### config.mk
export PLATFORM = sky130hd
export DESIGN_NAME = tpgc_front
export DESIGN_NICKNAME = d
export VERILOG_FILES = /design/src/sv/two_player_game_clock_unit_macros.svh /design/src/sv/tpgc_pkg.sv /design/src/sv/tpgc_front.sv
export SDC_FILE = /design/constraint.sdc
export NUM_CORES = 2
export LEC_CHECK = 0
export BUFFER_PORTS_ARGS = -buffer_cell sky130_fd_sc_hd__buf_4
export CORE_MARGIN = 2
export CORE_UTILIZATION = 39
export DETAILED_ROUTE_END_ITERATION = 16
export GPL_ROUTABILITY_DRIVEN = 1
export SLEW_MARGIN = 20
export SYNTH_ARGS = -nofsm -noshare
export SYNTH_HDL_FRONTEND = slang
export SYNTH_SLANG_ARGS = --single-unit
### constraint.sdc
create_clock -name clk -period 11 [get_ports clk]
set_input_delay 2.2 -clock clk [delete_from_list [all_inputs] [get_ports clk]]
set_output_delay 2.2 -clock clk [all_outputs]
set_load 0.05 [all_outputs]
### src/sv/two_player_game_clock_unit_macros.svh
`ifndef TWO_PLAYER_GAME_CLOCK_UNIT_MACROS_SVH
`define TWO_PLAYER_GAME_CLOCK_UNIT_MACROS_SVH

// Check that cons holds in the same cycle as ante; quiet while rst is high
`define TPGC_ASSERT_NOW(label, ante, cons, msg) \
  label: assert property (@(posedge clk) disable iff (rst) (ante) |-> (cons)) \
    else $error(msg);

// Check that cons holds in the cycle after ante; quiet while rst is high
`define TPGC_ASSERT_NEXT(label, ante, cons, msg) \
  label: assert property (@(posedge clk) disable iff (rst) (ante) |=> (cons)) \
    else $error(msg);

`endif

### src/sv/tpgc_pkg.sv
package tpgc_pkg;

  // Field widths
  localparam int unsigned TIME_W   = 32;
  localparam int unsigned GUARD_W  = 16;
  localparam int unsigned DIGITS_W = 14;

  // Request codes on req_type
  localparam logic [2:0] REQ_TICK   = 3'd0;
  localparam logic [2:0] REQ_RESET  = 3'd1;
  localparam logic [2:0] REQ_SET    = 3'd2;
  localparam logic [2:0] REQ_PAUSE  = 3'd3;
  localparam logic [2:0] REQ_RESUME = 3'd4;

  // Display actions
  localparam logic [1:0] DISP_LEAVE = 2'd0;
  localparam logic [1:0] DISP_SHOW  = 2'd1;
  localparam logic [1:0] DISP_BLANK = 2'd2;

  // Timing constants
  localparam int unsigned REPORT_INTERVAL_MS = 1000;
  localparam int unsigned BLINK_HALF_MS      = 500;
  localparam int unsigned MS_PER_SEC         = 1000;
  localparam int unsigned MS_PER_MIN         = 60000;
  localparam int unsigned SEC_PER_MIN        = 60;
  localparam int unsigned MAX_MINUTES        = 99;
  localparam int unsigned DIGITS_PER_MIN     = 100;

  localparam logic [GUARD_W-1:0] PAUSE_GUARD_RESET = 16'd200;

  // Digit field widths and typed constants
  localparam int unsigned SEC_W = $clog2(SEC_PER_MIN);
  localparam int unsigned MIN_W = $clog2(MAX_MINUTES + 1);
  localparam logic [MIN_W-1:0]    MAX_MINUTES_V    = MIN_W'(MAX_MINUTES);
  localparam logic [DIGITS_W-1:0] DIGITS_PER_MIN_V = DIGITS_W'(DIGITS_PER_MIN);
  localparam logic [TIME_W-1:0]   REPORT_INTERVAL_V = TIME_W'(REPORT_INTERVAL_MS);

  // Queue between front and back
  localparam int unsigned QUEUE_DEPTH = 4;
  localparam int unsigned QPTR_W      = $clog2(QUEUE_DEPTH);
  localparam logic [QPTR_W:0]   QCOUNT_FULL = (QPTR_W + 1)'(QUEUE_DEPTH);
  localparam logic [QPTR_W-1:0] QPTR_LAST   = QPTR_W'(QUEUE_DEPTH - 1);

  // Floor of log2, evaluated at elaboration only
  function automatic int unsigned floor_log2(int unsigned v);
    int unsigned r;
    r = 0;
    for (int i = 1; i < 32; i++) begin
      if ((v >> i) != 0) r = i;
    end
    return r;
  endfunction

  // Reciprocals for division by constants: q_est = (n * MAGIC) >> (32 + SH),
  // which is either the true quotient or one short of it
  localparam int unsigned REPORT_SH = floor_log2(REPORT_INTERVAL_MS);
  localparam logic [63:0] REPORT_MAGIC =
    (64'd1 << (32 + REPORT_SH)) / 64'(REPORT_INTERVAL_MS);
  localparam int unsigned BLINK_SH = floor_log2(BLINK_HALF_MS);
  localparam logic [63:0] BLINK_MAGIC =
    (64'd1 << (32 + BLINK_SH)) / 64'(BLINK_HALF_MS);
  localparam int unsigned SEC_SH = floor_log2(MS_PER_SEC);
  localparam logic [63:0] SEC_MAGIC =
    (64'd1 << (32 + SEC_SH)) / 64'(MS_PER_SEC);
  localparam int unsigned MIN_SH = floor_log2(MS_PER_MIN);
  localparam logic [63:0] MIN_MAGIC =
    (64'd1 << (32 + MIN_SH)) / 64'(MS_PER_MIN);

  // Quotient estimate from the registered reciprocal product
  function automatic logic [TIME_W-1:0] cdiv_est(logic [63:0] prod, int unsigned sh);
    return prod[63:32] >> sh;
  endfunction

  // Estimate times divisor; never exceeds the dividend, so 32 bits suffice
  function automatic logic [TIME_W-1:0] cdiv_back(logic [TIME_W-1:0] q, int unsigned d);
    return q * TIME_W'(d);
  endfunction

  // High when the estimate fell one short of the true quotient
  function automatic logic cdiv_short(logic [TIME_W-1:0] n, logic [TIME_W-1:0] qd,
                                      int unsigned d);
    return (n - qd) >= TIME_W'(d);
  endfunction

  // Item class decided by the front
  typedef enum logic [5:0] {
    KIND_TICK   = 6'b000001,
    KIND_RESET  = 6'b000010,
    KIND_SET    = 6'b000100,
    KIND_PAUSE  = 6'b001000,
    KIND_RESUME = 6'b010000,
    KIND_OTHER  = 6'b100000
  } kind_t;

  // Classified item as queued for the back
  typedef struct packed {
    kind_t             kind;
    logic [TIME_W-1:0] now_ms;
    logic [TIME_W-1:0] mark_ms;    // now_ms rounded down to the report interval
    logic              blink_odd;  // odd blink half period
    logic              pause_level;
    logic              white_level;
    logic              black_level;
    logic [TIME_W-1:0] val_a;      // reset: base time, set: new white time
    logic [TIME_W-1:0] val_b;      // reset: increment, set: new black time
    logic              write_a;
    logic              write_b;
  } item_t;

  // State after one item, before digit conversion
  typedef struct packed {
    logic [TIME_W-1:0] white_left_ms;
    logic [TIME_W-1:0] black_left_ms;
    logic              black_to_move;
    logic              is_paused;
    logic              is_running;
    logic              acknowledged;
    logic              state_report;
    logic              button_report;
    logic [1:0]        display_action;
  } result_t;

endpackage

### src/sv/tpgc_front.sv
module tpgc_front (
  input  logic                          clk,
  input  logic                          rst,
  input  logic                          in_valid,
  output logic                          in_stall,
  input  logic [2:0]                    req_type,
  input  logic [tpgc_pkg::TIME_W-1:0]   now_ms,
  input  logic                          pause_level,
  input  logic                          white_level,
  input  logic                          black_level,
  input  logic [tpgc_pkg::TIME_W-1:0]   base_ms,
  input  logic [tpgc_pkg::TIME_W-1:0]   increment_ms,
  input  logic [tpgc_pkg::TIME_W-1:0]   new_white_ms,
  input  logic [tpgc_pkg::TIME_W-1:0]   new_black_ms,
  input  logic                          write_white,
  input  logic                          write_black,
  input  logic                          q_full,
  output logic                          push,
  output tpgc_pkg::item_t               push_item
);

  logic                          adv;
  tpgc_pkg::kind_t               kind;
  tpgc_pkg::item_t               in_item;
  logic                          f1_valid;
  logic                          f2_valid;
  tpgc_pkg::item_t               f1_item;
  tpgc_pkg::item_t               f2_item;
  logic [63:0]                   f1_rep_prod;
  logic [63:0]                   f1_blk_prod;
  logic [tpgc_pkg::TIME_W-1:0]   f2_rep_qd;
  logic [tpgc_pkg::TIME_W-1:0]   f2_blk_q;
  logic [tpgc_pkg::TIME_W-1:0]   f2_blk_qd;
  logic                          rep_short;
  logic                          blk_short;

  // Move the two stages together unless the last one cannot drain
  assign adv      = !f2_valid || !q_full;
  assign in_stall = !adv;
  assign push     = f2_valid && !q_full;

  // Classify the request
  always_comb begin
    unique case (req_type)
      tpgc_pkg::REQ_TICK:   kind = tpgc_pkg::KIND_TICK;
      tpgc_pkg::REQ_RESET:  kind = tpgc_pkg::KIND_RESET;
      tpgc_pkg::REQ_SET:    kind = tpgc_pkg::KIND_SET;
      tpgc_pkg::REQ_PAUSE:  kind = tpgc_pkg::KIND_PAUSE;
      tpgc_pkg::REQ_RESUME: kind = tpgc_pkg::KIND_RESUME;
      default:              kind = tpgc_pkg::KIND_OTHER;
    endcase
  end

  // Pack the item, folding reset and set loads onto two shared fields
  always_comb begin
    in_item             = '0;
    in_item.kind        = kind;
    in_item.now_ms      = now_ms;
    in_item.pause_level = pause_level;
    in_item.white_level = white_level;
    in_item.black_level = black_level;
    in_item.val_a       = (kind == tpgc_pkg::KIND_RESET) ? base_ms : new_white_ms;
    in_item.val_b       = (kind == tpgc_pkg::KIND_RESET) ? increment_ms : new_black_ms;
    in_item.write_a     = write_white;
    in_item.write_b     = write_black;
  end

  // Track stage occupancy
  always_ff @(posedge clk) begin
    if (rst) begin
      f1_valid <= 1'b0;
      f2_valid <= 1'b0;
    end else if (adv) begin
      f1_valid <= in_valid;
      f2_valid <= f1_valid;
    end
  end

  // Stage 1 multiplies by the reciprocals, stage 2 forms quotient estimates
  always_ff @(posedge clk) begin
    if (adv) begin
      f1_item     <= in_item;
      f1_rep_prod <= 64'(now_ms) * tpgc_pkg::REPORT_MAGIC;
      f1_blk_prod <= 64'(now_ms) * tpgc_pkg::BLINK_MAGIC;
      f2_item     <= f1_item;
      f2_rep_qd   <= tpgc_pkg::cdiv_back(tpgc_pkg::cdiv_est(f1_rep_prod, tpgc_pkg::REPORT_SH),
                                         tpgc_pkg::REPORT_INTERVAL_MS);
      f2_blk_q    <= tpgc_pkg::cdiv_est(f1_blk_prod, tpgc_pkg::BLINK_SH);
      f2_blk_qd   <= tpgc_pkg::cdiv_back(tpgc_pkg::cdiv_est(f1_blk_prod, tpgc_pkg::BLINK_SH),
                                         tpgc_pkg::BLINK_HALF_MS);
    end
  end

  // Correct the estimates and fill in report mark and blink phase
  always_comb begin
    rep_short = tpgc_pkg::cdiv_short(f2_item.now_ms, f2_rep_qd, tpgc_pkg::REPORT_INTERVAL_MS);
    blk_short = tpgc_pkg::cdiv_short(f2_item.now_ms, f2_blk_qd, tpgc_pkg::BLINK_HALF_MS);
    push_item           = f2_item;
    push_item.mark_ms   = f2_rep_qd + (rep_short ? tpgc_pkg::REPORT_INTERVAL_V : '0);
    push_item.blink_odd = f2_blk_q[0] ^ blk_short;
  end

endmodule

==> flow_summary.yaml <==
clocking:
  cts_hold_buf: 0
  clockBufferDepth: 3
  clk_latency_ps: 560
  cts.sinks: 298
  cts-buffers-inserted: 36
  htreeDepth: 2
  cts.clk_slew.worst_paths_ps: 60
  post_cts_resized: 0
  postCtsSetupBuffers: 0
  cts_root_buffer: "clkbuf_16"
  cts_tree: "built"
yosys:
  yosys.area.top_type: "fa_1"
  synth_most_common_cell: "inv_1"
  ys_top_cells_by_area: "fa_1, edfxtp_1, ha_1"
  ys_top_cells_by_count: "inv_1, ha_1, fa_1"
  syn_area_um2: 34600
  syn-mean-instance-area_um2: 11.1
  synth_top_area_share_pct: 26.2
  synth-edff-count: 296
  synth-main-ff-cell: "edfxtp_1"
  yosysSeqAreaShare_pct: 25.8
  synth_cell_types: 85
  syn_inst: 3116
  synth_seq_cells: 298
  ys.warnings.count: 0
  synthArstFlopShare_pct: 0
sta:
  fmax_mhz: 103
  tns_ps: 0
  worstMarginPinSlew_ps: 932
  relSlewSlack_pct: 37.9
  worst_hold_slack_ps: 413
  timing.final.max_slew_violations: 0
  hold_violations: 0
  min_period_ps: 9710
  rsz0062_at_grt: "no"
  setup_viol: 0
  fin_skew_ps: 14.6
  fin_crit_sh_pct: 88.3
flow_run:
  cap_violations: 0
worst_setup_path:
  r2r-start: "f1_blk_prod[41]"
  cp_max_fo: 6
  crit_arrival_ps: 7510
  cp-end-kind: "primary output"
  crit_type: "flip-flop to primary output"
  reg2reg_to: "f2_blk_qd[27]"
  worstPathRequired_ps: 8800
  rr_worst_depth: 16
  r2r_slack_ps: 5500
  start_kind: "flip-flop"
placement:
  place_congestion: 0.939
  dpl.hpwl_mm: 80.7
  dpl_cell_area_um2: 38300
  io_buffers: 310
global_routing:
  grt_start_max_net_pins: 108
  grt_pass1_vias: 24100
  grt_pass1_wl_mm: 144
  grt_use_total_pct: 21.2
  antenna_found_initial: 4
  grt_overflow: 0
die:
  ios: 314
  rows: 109
  die-area_um2: 91200
  start_util_pct: 39.3
  coreArea_um2: 88200
  die_w_um: 302
  die_h_um: 302
drt:
  ant_nets: 0
  routed_wl_mm: 95.7
  vias_per_cell: 5.02
  drt_iter0_markers: 1260
  detail_route.wl_per_cell_um: 20.7
  dr.pass1.iters: 5
  drc: 0
  vias: 23200
finish:
  layout.nets: 4598
  nFillCells: 8325
  final_area_um2: 39600
  drive_above_1_share_pct: 13.5
  multiInputGateArea_um2: 22700
  synthToLayoutAreaGrowth_pct: 14.2
  regArea_um2: 8930
run_status:
  status: "completed"
min_path:
  hold_path_depth: 0
  min_path_type: "flip-flop to flip-flop"
  worstHoldStart: "f1_item[45]"
  hold_path_end: "push_item[45]"
## worst max-delay path, cell delays in order, from the launching register on
cell	delay, ps
edfxtp_1	420
inv_1	100
ha_1	240
fa_1	420
and2b_1	240
o21ai_1	90
a211o_1	440
a31oi_4	280
mux2i_1	140
nor4_2	300
o2111a_1	220
nand4_1	100
a2111o_1	290
or4_1	780
ha_1	320
ha_1	210
a21o_1	180
a21oi_1	230
o21bai_1	90
a21oi_1	220
nor2b_1	110
o2111ai_1	540
nand2b_1	310
nor3_1	120
and2_1	160
xnor2_1	150
buf_4	220
## through the flow
stage | std cells | util [%] | setup WS [ps]
after floorplan | 3118 | - | 1670
after global placement | 4552 | 43.4 | 1400
after detailed placement | 4552 | 43.4 | 1410
after CTS | 4616 | 44.8 | 1120
after global routing | 4616 | 44.8 | 863
final | 4617 | 44.8 | 1290
## area by class of cell
type                            instances  area share, %
Antenna cell                            1        0.00633
Clock buffer                           40           2.42
Clock inverter                         24          0.791
Inverter                              757           7.18
Multi-Input combinational cell       2017           57.4
Sequential cell                       298           22.6
Tap cell                             1165           3.68
Timing Repair Buffer                  315           5.98
## layout by cell type (no fill, tap or decap), types with 32 or more instances in the layout
cell type,n
inv_1,756
clkbuf_16,38
nor3_1,46
nor2_1,76
xor2_1,32
fa_1,453
a21o_1,76
xnor2_1,90
a21oi_1,129
nand2_1,84
ha_1,548
o21ai_0,74
mux2_2,65
edfxtp_1,296
buf_4,315
## worst max path at each step
stage / to / depth (start not counted) / from
finish: push_item[99] / 26 / push_item[105]
global route: push_item[99] / 26 / push_item[105]
CTS: push_item[99] / 26 / push_item[105]
detailed placement: f1_blk_prod[63] / 24 / now_ms[22]
global placement: f1_blk_prod[63] / 24 / now_ms[22]
floorplan: in_stall / 2 / q_full
## flip-flops by register name, indices dropped and copies added, names as in the netlist
signal,count
f2_rep_qd,28
f1_item,107
f2_blk_qd,30
push_item,107
f1_blk_prod,24
f2_valid,1
f1_valid,1
## per-layer routing
metal,track usage [%],vias up,share of wire (%)
li1,-,11000,-
met2,36.2,659,47
met1,28.4,11400,45
met3,2.91,108,5.6
met4,5.30,0,2.5
met5,0,-,0
## cell families (layout without fill, tap and decap cells)
group	Yosys count	count (layout)	share of synthesized area [%]
adder cells (fa/ha/maj)	1001	1001	46.0
buffers and inverters	803	1136	8.79
AO/OA/AOI/OAI	448	448	8.56
AND/OR/NAND/NOR	372	372	5.51
flip-flops	298	298	25.8
XOR/XNOR	122	122	3.08
multiplexers	71	71	2.29
other	1	4	0.0108
Power is left out: the tool's default activity adds up to more than one toggle a clock period on the data nets, which glitch-free logic cannot reach.
