===== config.mk =====
export PLATFORM = sky130hd
export DESIGN_NAME = tpgc_queue
export DESIGN_NICKNAME = d
export VERILOG_FILES = /design/src/sv/tpgc_pkg.sv /design/src/sv/tpgc_queue.sv
export VERILOG_INCLUDE_DIRS = /design/src /design/src/sv
export SDC_FILE = /design/constraint.sdc
export NUM_CORES = 1
export LEC_CHECK = 0
export BUFFER_PORTS_ARGS = -buffer_cell sky130_fd_sc_hd__buf_4
export CORE_ASPECT_RATIO = 0.6
export CORE_UTILIZATION = 40
export CTS_BUF_LIST = sky130_fd_sc_hd__clkbuf_8
export CTS_CLUSTER_DIAMETER = 60
export DETAILED_ROUTE_END_ITERATION = 10
export PLACE_DENSITY_LB_ADDON = 0.2
export SYNTH_ARGS = -nofsm -noshare
export SYNTH_HDL_FRONTEND = slang
export SYNTH_SLANG_ARGS = --single-unit

===== constraint.sdc =====
create_clock -name clk -period 7.7 [get_ports clk]
set_input_delay 0.385 -clock clk [delete_from_list [all_inputs] [get_ports clk]]
set_output_delay 0.385 -clock clk [all_outputs]
set_load 0.1 [all_outputs]

===== src/sv/two_player_game_clock_unit_macros.svh =====
`ifndef TWO_PLAYER_GAME_CLOCK_UNIT_MACROS_SVH
`define TWO_PLAYER_GAME_CLOCK_UNIT_MACROS_SVH

// Check that cons holds in the same cycle as ante; quiet while rst is high
`define TPGC_ASSERT_NOW(label, ante, cons, msg) \
  label: assert property (@(posedge clk) disable iff (rst) (ante) |-> (cons)) \
    else $error(msg);

// Check that cons holds in the cycle after ante; quiet while rst is high
`define TPGC_ASSERT_NEXT(label, ante, cons, msg) \
  label: assert property (@(posedge clk) disable iff (rst) (ante) |=> (cons)) \
    else $error(msg);

`endif


===== src/sv/tpgc_pkg.sv =====
package tpgc_pkg;

  // Field widths
  localparam int unsigned TIME_W   = 32;
  localparam int unsigned GUARD_W  = 16;
  localparam int unsigned DIGITS_W = 14;

  // Request codes on req_type
  localparam logic [2:0] REQ_TICK   = 3'd0;
  localparam logic [2:0] REQ_RESET  = 3'd1;
  localparam logic [2:0] REQ_SET    = 3'd2;
  localparam logic [2:0] REQ_PAUSE  = 3'd3;
  localparam logic [2:0] REQ_RESUME = 3'd4;

  // Display actions
  localparam logic [1:0] DISP_LEAVE = 2'd0;
  localparam logic [1:0] DISP_SHOW  = 2'd1;
  localparam logic [1:0] DISP_BLANK = 2'd2;

  // Timing constants
  localparam int unsigned REPORT_INTERVAL_MS = 1000;
  localparam int unsigned BLINK_HALF_MS      = 500;
  localparam int unsigned MS_PER_SEC         = 1000;
  localparam int unsigned MS_PER_MIN         = 60000;
  localparam int unsigned SEC_PER_MIN        = 60;
  localparam int unsigned MAX_MINUTES        = 99;
  localparam int unsigned DIGITS_PER_MIN     = 100;

  localparam logic [GUARD_W-1:0] PAUSE_GUARD_RESET = 16'd200;

  // Digit field widths and typed constants
  localparam int unsigned SEC_W = $clog2(SEC_PER_MIN);
  localparam int unsigned MIN_W = $clog2(MAX_MINUTES + 1);
  localparam logic [MIN_W-1:0]    MAX_MINUTES_V    = MIN_W'(MAX_MINUTES);
  localparam logic [DIGITS_W-1:0] DIGITS_PER_MIN_V = DIGITS_W'(DIGITS_PER_MIN);
  localparam logic [TIME_W-1:0]   REPORT_INTERVAL_V = TIME_W'(REPORT_INTERVAL_MS);

  // Queue between front and back
  localparam int unsigned QUEUE_DEPTH = 4;
  localparam int unsigned QPTR_W      = $clog2(QUEUE_DEPTH);
  localparam logic [QPTR_W:0]   QCOUNT_FULL = (QPTR_W + 1)'(QUEUE_DEPTH);
  localparam logic [QPTR_W-1:0] QPTR_LAST   = QPTR_W'(QUEUE_DEPTH - 1);

  // Floor of log2, evaluated at elaboration only
  function automatic int unsigned floor_log2(int unsigned v);
    int unsigned r;
    r = 0;
    for (int i = 1; i < 32; i++) begin
      if ((v >> i) != 0) r = i;
    end
    return r;
  endfunction

  // Reciprocals for division by constants: q_est = (n * MAGIC) >> (32 + SH),
  // which is either the true quotient or one short of it
  localparam int unsigned REPORT_SH = floor_log2(REPORT_INTERVAL_MS);
  localparam logic [63:0] REPORT_MAGIC =
    (64'd1 << (32 + REPORT_SH)) / 64'(REPORT_INTERVAL_MS);
  localparam int unsigned BLINK_SH = floor_log2(BLINK_HALF_MS);
  localparam logic [63:0] BLINK_MAGIC =
    (64'd1 << (32 + BLINK_SH)) / 64'(BLINK_HALF_MS);
  localparam int unsigned SEC_SH = floor_log2(MS_PER_SEC);
  localparam logic [63:0] SEC_MAGIC =
    (64'd1 << (32 + SEC_SH)) / 64'(MS_PER_SEC);
  localparam int unsigned MIN_SH = floor_log2(MS_PER_MIN);
  localparam logic [63:0] MIN_MAGIC =
    (64'd1 << (32 + MIN_SH)) / 64'(MS_PER_MIN);

  // Quotient estimate from the registered reciprocal product
  function automatic logic [TIME_W-1:0] cdiv_est(logic [63:0] prod, int unsigned sh);
    return prod[63:32] >> sh;
  endfunction

  // Estimate times divisor; never exceeds the dividend, so 32 bits suffice
  function automatic logic [TIME_W-1:0] cdiv_back(logic [TIME_W-1:0] q, int unsigned d);
    return q * TIME_W'(d);
  endfunction

  // High when the estimate fell one short of the true quotient
  function automatic logic cdiv_short(logic [TIME_W-1:0] n, logic [TIME_W-1:0] qd,
                                      int unsigned d);
    return (n - qd) >= TIME_W'(d);
  endfunction

  // Item class decided by the front
  typedef enum logic [5:0] {
    KIND_TICK   = 6'b000001,
    KIND_RESET  = 6'b000010,
    KIND_SET    = 6'b000100,
    KIND_PAUSE  = 6'b001000,
    KIND_RESUME = 6'b010000,
    KIND_OTHER  = 6'b100000
  } kind_t;

  // Classified item as queued for the back
  typedef struct packed {
    kind_t             kind;
    logic [TIME_W-1:0] now_ms;
    logic [TIME_W-1:0] mark_ms;    // now_ms rounded down to the report interval
    logic              blink_odd;  // odd blink half period
    logic              pause_level;
    logic              white_level;
    logic              black_level;
    logic [TIME_W-1:0] val_a;      // reset: base time, set: new white time
    logic [TIME_W-1:0] val_b;      // reset: increment, set: new black time
    logic              write_a;
    logic              write_b;
  } item_t;

  // State after one item, before digit conversion
  typedef struct packed {
    logic [TIME_W-1:0] white_left_ms;
    logic [TIME_W-1:0] black_left_ms;
    logic              black_to_move;
    logic              is_paused;
    logic              is_running;
    logic              acknowledged;
    logic              state_report;
    logic              button_report;
    logic [1:0]        display_action;
  } result_t;

endpackage


===== src/sv/tpgc_queue.sv =====
`include "two_player_game_clock_unit_macros.svh"

module tpgc_queue (
  input  logic              clk,
  input  logic              rst,
  input  logic              push,
  input  tpgc_pkg::item_t   push_item,
  input  logic              pop,
  output tpgc_pkg::item_t   pop_item,
  output logic              empty,
  output logic              full
);

  tpgc_pkg::item_t                entries [tpgc_pkg::QUEUE_DEPTH];
  logic [tpgc_pkg::QPTR_W-1:0]    wr_ptr;
  logic [tpgc_pkg::QPTR_W-1:0]    rd_ptr;
  logic [tpgc_pkg::QPTR_W:0]      count;

  assign empty    = (count == '0);
  assign full     = (count == tpgc_pkg::QCOUNT_FULL);
  assign pop_item = entries[rd_ptr];

  // Advance pointers and occupancy
  always_ff @(posedge clk) begin
    if (rst) begin
      wr_ptr <= '0;
      rd_ptr <= '0;
      count  <= '0;
    end else begin
      if (push) begin
        wr_ptr <= (wr_ptr == tpgc_pkg::QPTR_LAST) ? '0 : wr_ptr + 1'b1;
      end
      if (pop) begin
        rd_ptr <= (rd_ptr == tpgc_pkg::QPTR_LAST) ? '0 : rd_ptr + 1'b1;
      end
      if (push && !pop) begin
        count <= count + 1'b1;
      end else if (pop && !push) begin
        count <= count - 1'b1;
      end
    end
  end

  // Store the incoming item
  always_ff @(posedge clk) begin
    if (push) begin
      entries[wr_ptr] <= push_item;
    end
  end

  `TPGC_ASSERT_NOW(a_no_overflow, push, !full, "queue pushed while full")
  `TPGC_ASSERT_NOW(a_no_underflow, pop, !empty, "queue popped while empty")
  `TPGC_ASSERT_NOW(a_count_range, 1'b1, count <= tpgc_pkg::QCOUNT_FULL, "queue count out of range")

endmodule


==> impl_metrics.ini, run 1 <==
[status]
outcome = completed

[final_layout]
layout-drive-gt1-share = 0.410
stdcell_count = 2022
layout.nets = 1418
area_delta_synth_final_pct = 28.3

[logic_synthesis]
syn_area_um2 = 20600
synth_edf_count = 560
synth.most_common_cell = edfxtp_1
synthCells = 776
synth-seq-cells = 569
avgSynthCellArea_um2 = 26.6
ys_types = 19
synthArstFlopShare = 0
yosysTopAreaCell = edfxtp_1
synth_top_cell_area_share = 0.814
yosys_warnings = 0
synthFlopType = edfxtp_1
syn_nets = 927
synth_common_cells = edfxtp_1, mux4_2, buf_2
yosys-top-cells-area = edfxtp_1, mux4_2, dfxtp_1
ys_seq_area_frac = 0.823

[worst_setup_path]
worstPathArrival_ns = 3.26
worstPathRequired_ns = 7.32
critPathKind = reg -> out
crit_path_max_fanout = 98
cp-end-kind = primary output
start_kind = flop
worst_r2r_startpoint = wr_ptr[0]$_SDFFE_PP0P_

[detailed_routing]
drc = 0
vias = 9730
wirelength_um = 40900
first_pass_iters = 4
avgRoutedWirePerCell_um = 20.2
dr.first_iter.drc_count = 410
drtAntennaViolNets = 0
drt-vias-per-instance = 4.81

[power]
power_frac_clock = 0.314
intPower_w = 0.00507
switching_share = 0.302
p_leak_nw = 9.03
peakVddDrop_mv = 0.144
power_density_nw_per_um2 = 274
seq_power_share = 0.496
p_switching_w = 0.00219
combPwrFrac = 0.190

[run]
drv_cap = 0

[worst_hold_path]
hold_path.startpoint = push
hold_class = in -> reg

[clocking]
cts.repair.resized = 0
clk_pin_slew_worst_paths_ns = 0.06
cts_tree = yes
cts.htree.levels = 3
clock_sinks = 569
cts-root-buf = clkbuf_8
clock_latency_ns = 0.61
cts-buffers-inserted = 84
cts.path.max_buffers = 3

[sta]
fin_crit_ns = 3.65
whs_ns = 0.0943
tightest_slew_ns = 0.987
final.setup.tns_ns = 0
fmax_ghz = 0.274
hold_violations = 0
fin_crit_sh = 0.473
report.final.slew_viol_count = 0
grt_setup_unrepaired = no
finalSetupViolations = 0
max_slew_margin = 0.342
finClkSkew_ns = 0.0234

[grt]
grt_max_degree = 99
grt_pass1_vias = 10500
grt-ovfl-total = 0
grt_pass1_wl_um = 61100
grtUsageTotal = 0.155
antenna_found_initial = 1

[floorplan]
num_rows = 64
pin_count = 286
die_x_um = 295
initial_core_util = 0.405
die_area_um2 = 52600
core_area_um2 = 50900
die_height_um = 178

[placement]
hpwl_um = 22900
io_buffers = 285
gp_congestion = 0.698
placedCellCount = 1733
==> cell usage in the layout (no fill, tap or decap), types with 7 or more instances in the layout <==
cell type      count
dfxtp_1            7
clkbuf_8          86
buf_4            295
nor2_1             7
edfxtp_1         560
inv_1             32
clkinv_2           8
mux4_2           140
dlygate4sd3_1    141
clkinv_1          16
==> what timing repair did <==
| action | CTS | global route |
|---|---|---|
| setup endpoints to repair | 0 | 0 |
| hold endpoints to repair | 569 | 0 |
| setup buffers | 0 | 0 |
| hold buffers | 141 | 0 |
==> worst paths after layout <==
path	slack [ns]	to	depth (start not counted)
max	4.05	pop_item[57]	3
min	0.09	wr_ptr[0]$_SDFFE_PP0P_	3
max reg2reg	5.24	entries[2][57]$_DFFE_PP_	4
min reg2reg	0.52	count[2]$_SDFFE_PP0P_	2
==> routing by layer <==
metal	up-vias	part of all wire	GRT usage
met3	76	0.054	0.0436
li1	4350	-	-
met2	231	0.50	0.256
met1	5073	0.43	0.201
met4	0	0.021	0.0488
met5	-	0	0
==> stage by stage <==
| stage | utilization | total power [W] | instance area, um2 | worst slack [ns] |
|---|---|---|---|---|
| 3_3_place_gp | 0.462 | 0.00499 | 23500 | 4.55 |
| 6_report | 0.520 | 0.00726 | 26500 | 4.05 |
| 2_1_floorplan | - | 0.00469 | 20600 | 3.44 |
| 5_1_grt | 0.520 | 0.00752 | 26500 | 3.72 |
| 3_5_place_dp | 0.462 | 0.00500 | 23500 | 4.56 |
| 4_1_cts | 0.520 | 0.00736 | 26500 | 3.84 |
==> power groups by stage <==
stage	registers, W	logic, W	clock network (W)
6_report	0.00360	0.00138	0.00228
5_1_grt	0.00361	0.00143	0.00248
4_1_cts	0.00360	0.00140	0.00236
3_5_place_dp	0.00367	0.00134	0
3_3_place_gp	0.00366	0.00133	0
2_1_floorplan	0.00365	0.00104	0
==> state kept, by name (all words and copies together) (netlist names), named ones only <==
| name | count |
|---|---|
| entries | 560 |
| count | 3 |
| rd_ptr | 2 |
| wr_ptr | 2 |
==> worst max-delay path, cell delays in order (launching register included) <==
cell and delay, ns:
dfxtp_4 0.93, buf_12 0.68, mux4_2 0.64, buf_4 0.26
==> area by class of cell <==
class / instances / area [um2]
Timing Repair Buffer: 437 / 3650
Fill cell: 4090 / 24400
Inverter: 4 / 15.0
Clock inverter: 61 / 358
Multi-Input combinational cell: 171 / 3410
Clock buffer: 86 / 1180
Antenna cell: 1 / 2.50
Tap cell: 693 / 867
Sequential cell: 569 / 17000
==> kinds of logic (layout without fill, tap and decap cells) <==
group,count (synthesis),in the layout,synth area share
AND/OR/NAND/NOR,15,15,0.00376
XOR/XNOR,2,2,0.000848
AO/OA/AOI/OAI,3,3,0.000727
adder cells (fa/ha/maj),7,7,0.00460
flip-flops,569,569,0.823
multiplexers,144,144,0.155
buffers and inverters,36,588,0.0124
other,0,1,0
(Power assumes the default switching activity.)
==> run 2, diff against run 1 <==
--- a/config.mk
+++ b/config.mk
@@ -6,6 +6,7 @@
 export SDC_FILE = /design/constraint.sdc
 export NUM_CORES = 1
 export LEC_CHECK = 0
+export ABC_AREA = 1
 export BUFFER_PORTS_ARGS = -buffer_cell sky130_fd_sc_hd__buf_4
 export CORE_ASPECT_RATIO = 0.6
 export CORE_UTILIZATION = 40
==> constraint.sdc (replaced) <==
create_clock -name clk -period 3.13 [get_ports clk]
set_input_delay 0.1565 -clock clk [delete_from_list [all_inputs] [get_ports clk]]
set_output_delay 0.1565 -clock clk [all_outputs]
set_load 0.1 [all_outputs]
==> impl_metrics.ini, run 2 <==
[sta]
finalSetupViolations = 0
fmax_ghz = 0.360
tightest_slew_ns = 0.885
grt_setup_unrepaired = no
final.setup.tns_ns = 0
hold_violations = 0
max_slew_margin = 0.410
fin_crit_sh = 0.887
fin_crit_ns = 2.78
report.final.slew_viol_count = 0
finClkSkew_ns = 0.0342

[detailed_routing]
wirelength_um = 49500
first_pass_iters = 5
avgRoutedWirePerCell_um = 18.9
vias = 13200
dr.first_iter.drc_count = 864
drt-vias-per-instance = 5.04
drc = 0
drtAntennaViolNets = 0

[floorplan]
die_area_um2 = 53900
core_area_um2 = 51600
num_rows = 64
die_x_um = 299
initial_core_util = 0.410
die_height_um = 180
pin_count = 286

[worst_setup_path]
r2r_end = entries[2][38]$_DFFE_PP_
worst_r2r_startpoint = wr_ptr[0]$_SDFFE_PP0P_
start_kind = flop
worstPathArrival_ns = 2.62
cp-end-kind = primary output
critPathKind = reg -> out
r2r_setup_slack_ns = 0.98
crit_path_max_fanout = 160
worstRegToRegCells = 5
worstPathRequired_ns = 2.97

[clocking]
cts_tree = yes
clock_latency_ns = 0.62
clock_sinks = 569
clk_pin_slew_worst_paths_ns = 0.07
cts.path.max_buffers = 3
cts.repair.resized = 0
cts-root-buf = clkbuf_8
cts-buffers-inserted = 85
post_cts_buffers = 0
cts.htree.levels = 3
hold_buffers = 144

[logic_synthesis]
synth_common_cells = edfxtp_1, nor2_1, o21ai_0
yosys_warnings = 0
synth.most_common_cell = edfxtp_1
syn_area_um2 = 21200
avgSynthCellArea_um2 = 15.0
yosysTopAreaCell = edfxtp_1
synthFlopType = edfxtp_1
synth-seq-cells = 569
yosys-top-cells-area = edfxtp_1, o21ai_0, nor2_1
synthCells = 1412
synth_top_cell_area_share = 0.794
synthArstFlopShare = 0
ys_seq_area_frac = 0.802
ys_types = 22
synth_edf_count = 560
syn_nets = 1563

[placement]
dpl_cell_area_um2 = 24100
io_buffers = 285
gp_congestion = 0.741
hpwl_um = 27400

[final_layout]
fin_util = 0.525
regMostFlops = entries
largest_reg_flops = 560
n_antenna_cell = 0
area_delta_synth_final_pct = 27.9
layout_commonest_cell = edfxtp_1
postLayoutCellArea_um2 = 27100
final_cell_mix = edfxtp_1, buf_4, nor2_1
nFillCells = 4391
reg_top3 = entries x560, count x3
layout.nets = 2016
layout-drive-gt1-share = 0.222

[power]
p_switching_w = 0.00590
p_leak_nw = 9.55
peakVddDrop_mv = 0.398
power_frac_clock = 0.311
power_density_nw_per_um2 = 681
seq_power_share = 0.476
intPower_w = 0.0126
switching_share = 0.320
combPwrFrac = 0.212

[grt]
antenna_found_initial = 0
grt_pass1_wl_um = 77300
grt_max_degree = 161
grtUsageTotal = 0.183
grt_pass1_vias = 13400
grt-ovfl-total = 0

[worst_hold_path]
whs_endpoint = count[0]$_SDFFE_PP0P_
hold_depth = 3
hold_path.startpoint = rst
hold_class = in -> reg

[run]
drv_cap = 0

[status]
outcome = completed
==> run 2: per-stage QoR <==
| stage | instances | hold WS [ns] | power (W) | setup WS [ns] |
|---|---|---|---|---|
| after floorplan | 1412 | 0.221 | 0.0118 | 0.00720 |
| after global placement | 2327 | 0.350 | 0.0127 | 0.953 |
| after detailed placement | 2327 | 0.353 | 0.0127 | 0.957 |
| after CTS | 2623 | 0.192 | 0.0187 | 0.293 |
| after global routing | 2623 | 0.220 | 0.0192 | 0.188 |
| final | 2623 | 0.274 | 0.0185 | 0.354 |
==> run 2: cells by family after synthesis <==
logic type | Yosys count | synth area share
buffers and inverters | 107 | 0.0301
AND/OR/NAND/NOR | 302 | 0.0539
AO/OA/AOI/OAI | 426 | 0.109
adder cells (fa/ha/maj) | 7 | 0.00449
XOR/XNOR | 1 | 0.000413
flip-flops | 569 | 0.802
==> run 2: layer usage <==
metal / track usage / vias to the layer above / wire length (um)
met4: 0.0496 / 0 / 944
met1: 0.257 / 6519 / 22900
li1: - / 6267 / -
met2: 0.289 / 349 / 23200
met5: 0 / - / 0
met3: 0.0391 / 75 / 2530
==> run 2: worst max-delay path, stage by stage, from the launching register on <==
cell	delay, ns
dfxtp_4	0.50
buf_12	0.40
o21ai_0	0.21
o22ai_1	0.25
buf_4	0.33
==> run 2: cell type report <==
cell class | count | area, um2 | share of cell area
Sequential cell | 569 | 17000 | 0.628
Timing Repair Buffer | 457 | 3980 | 0.147
Multi-Input combinational cell | 736 | 3560 | 0.131
Clock buffer | 89 | 1220 | 0.0452
Tap cell | 693 | 867 | 0.0320
Clock inverter | 63 | 377 | 0.0139
Inverter | 16 | 85.1 | 0.00314
==> run 2: worst max-delay path by stage <==
| stage | endpoint | startpoint | depth (start not counted) | slack [ns] |
|---|---|---|---|---|
| global placement | entries[2][9]$_DFFE_PP_ | wr_ptr[0]$_SDFFE_PP0P_ | 5 | 0.95 |
| global route | pop_item[122] | flop | 5 | 0.19 |
| finish | pop_item[33] | flop | 4 | 0.35 |
| floorplan | entries[0][0]$_DFFE_PP_ | wr_ptr[0]$_SDFFE_PP0P_ | 4 | 0.007 |
| CTS | pop_item[122] | flop | 5 | 0.29 |
| detailed placement | entries[2][137]$_DFFE_PP_ | wr_ptr[0]$_SDFFE_PP0P_ | 5 | 0.96 |
==> run 2: power groups by stage <==
stage | clock, W | sequential (W) | combinational, W
after CTS | 0.00595 | 0.00879 | 0.00395
after detailed placement | 0 | 0.00895 | 0.00379
after global routing | 0.00628 | 0.00881 | 0.00410
after global placement | 0 | 0.00895 | 0.00377
final | 0.00575 | 0.00879 | 0.00392
after floorplan | 0 | 0.00895 | 0.00281
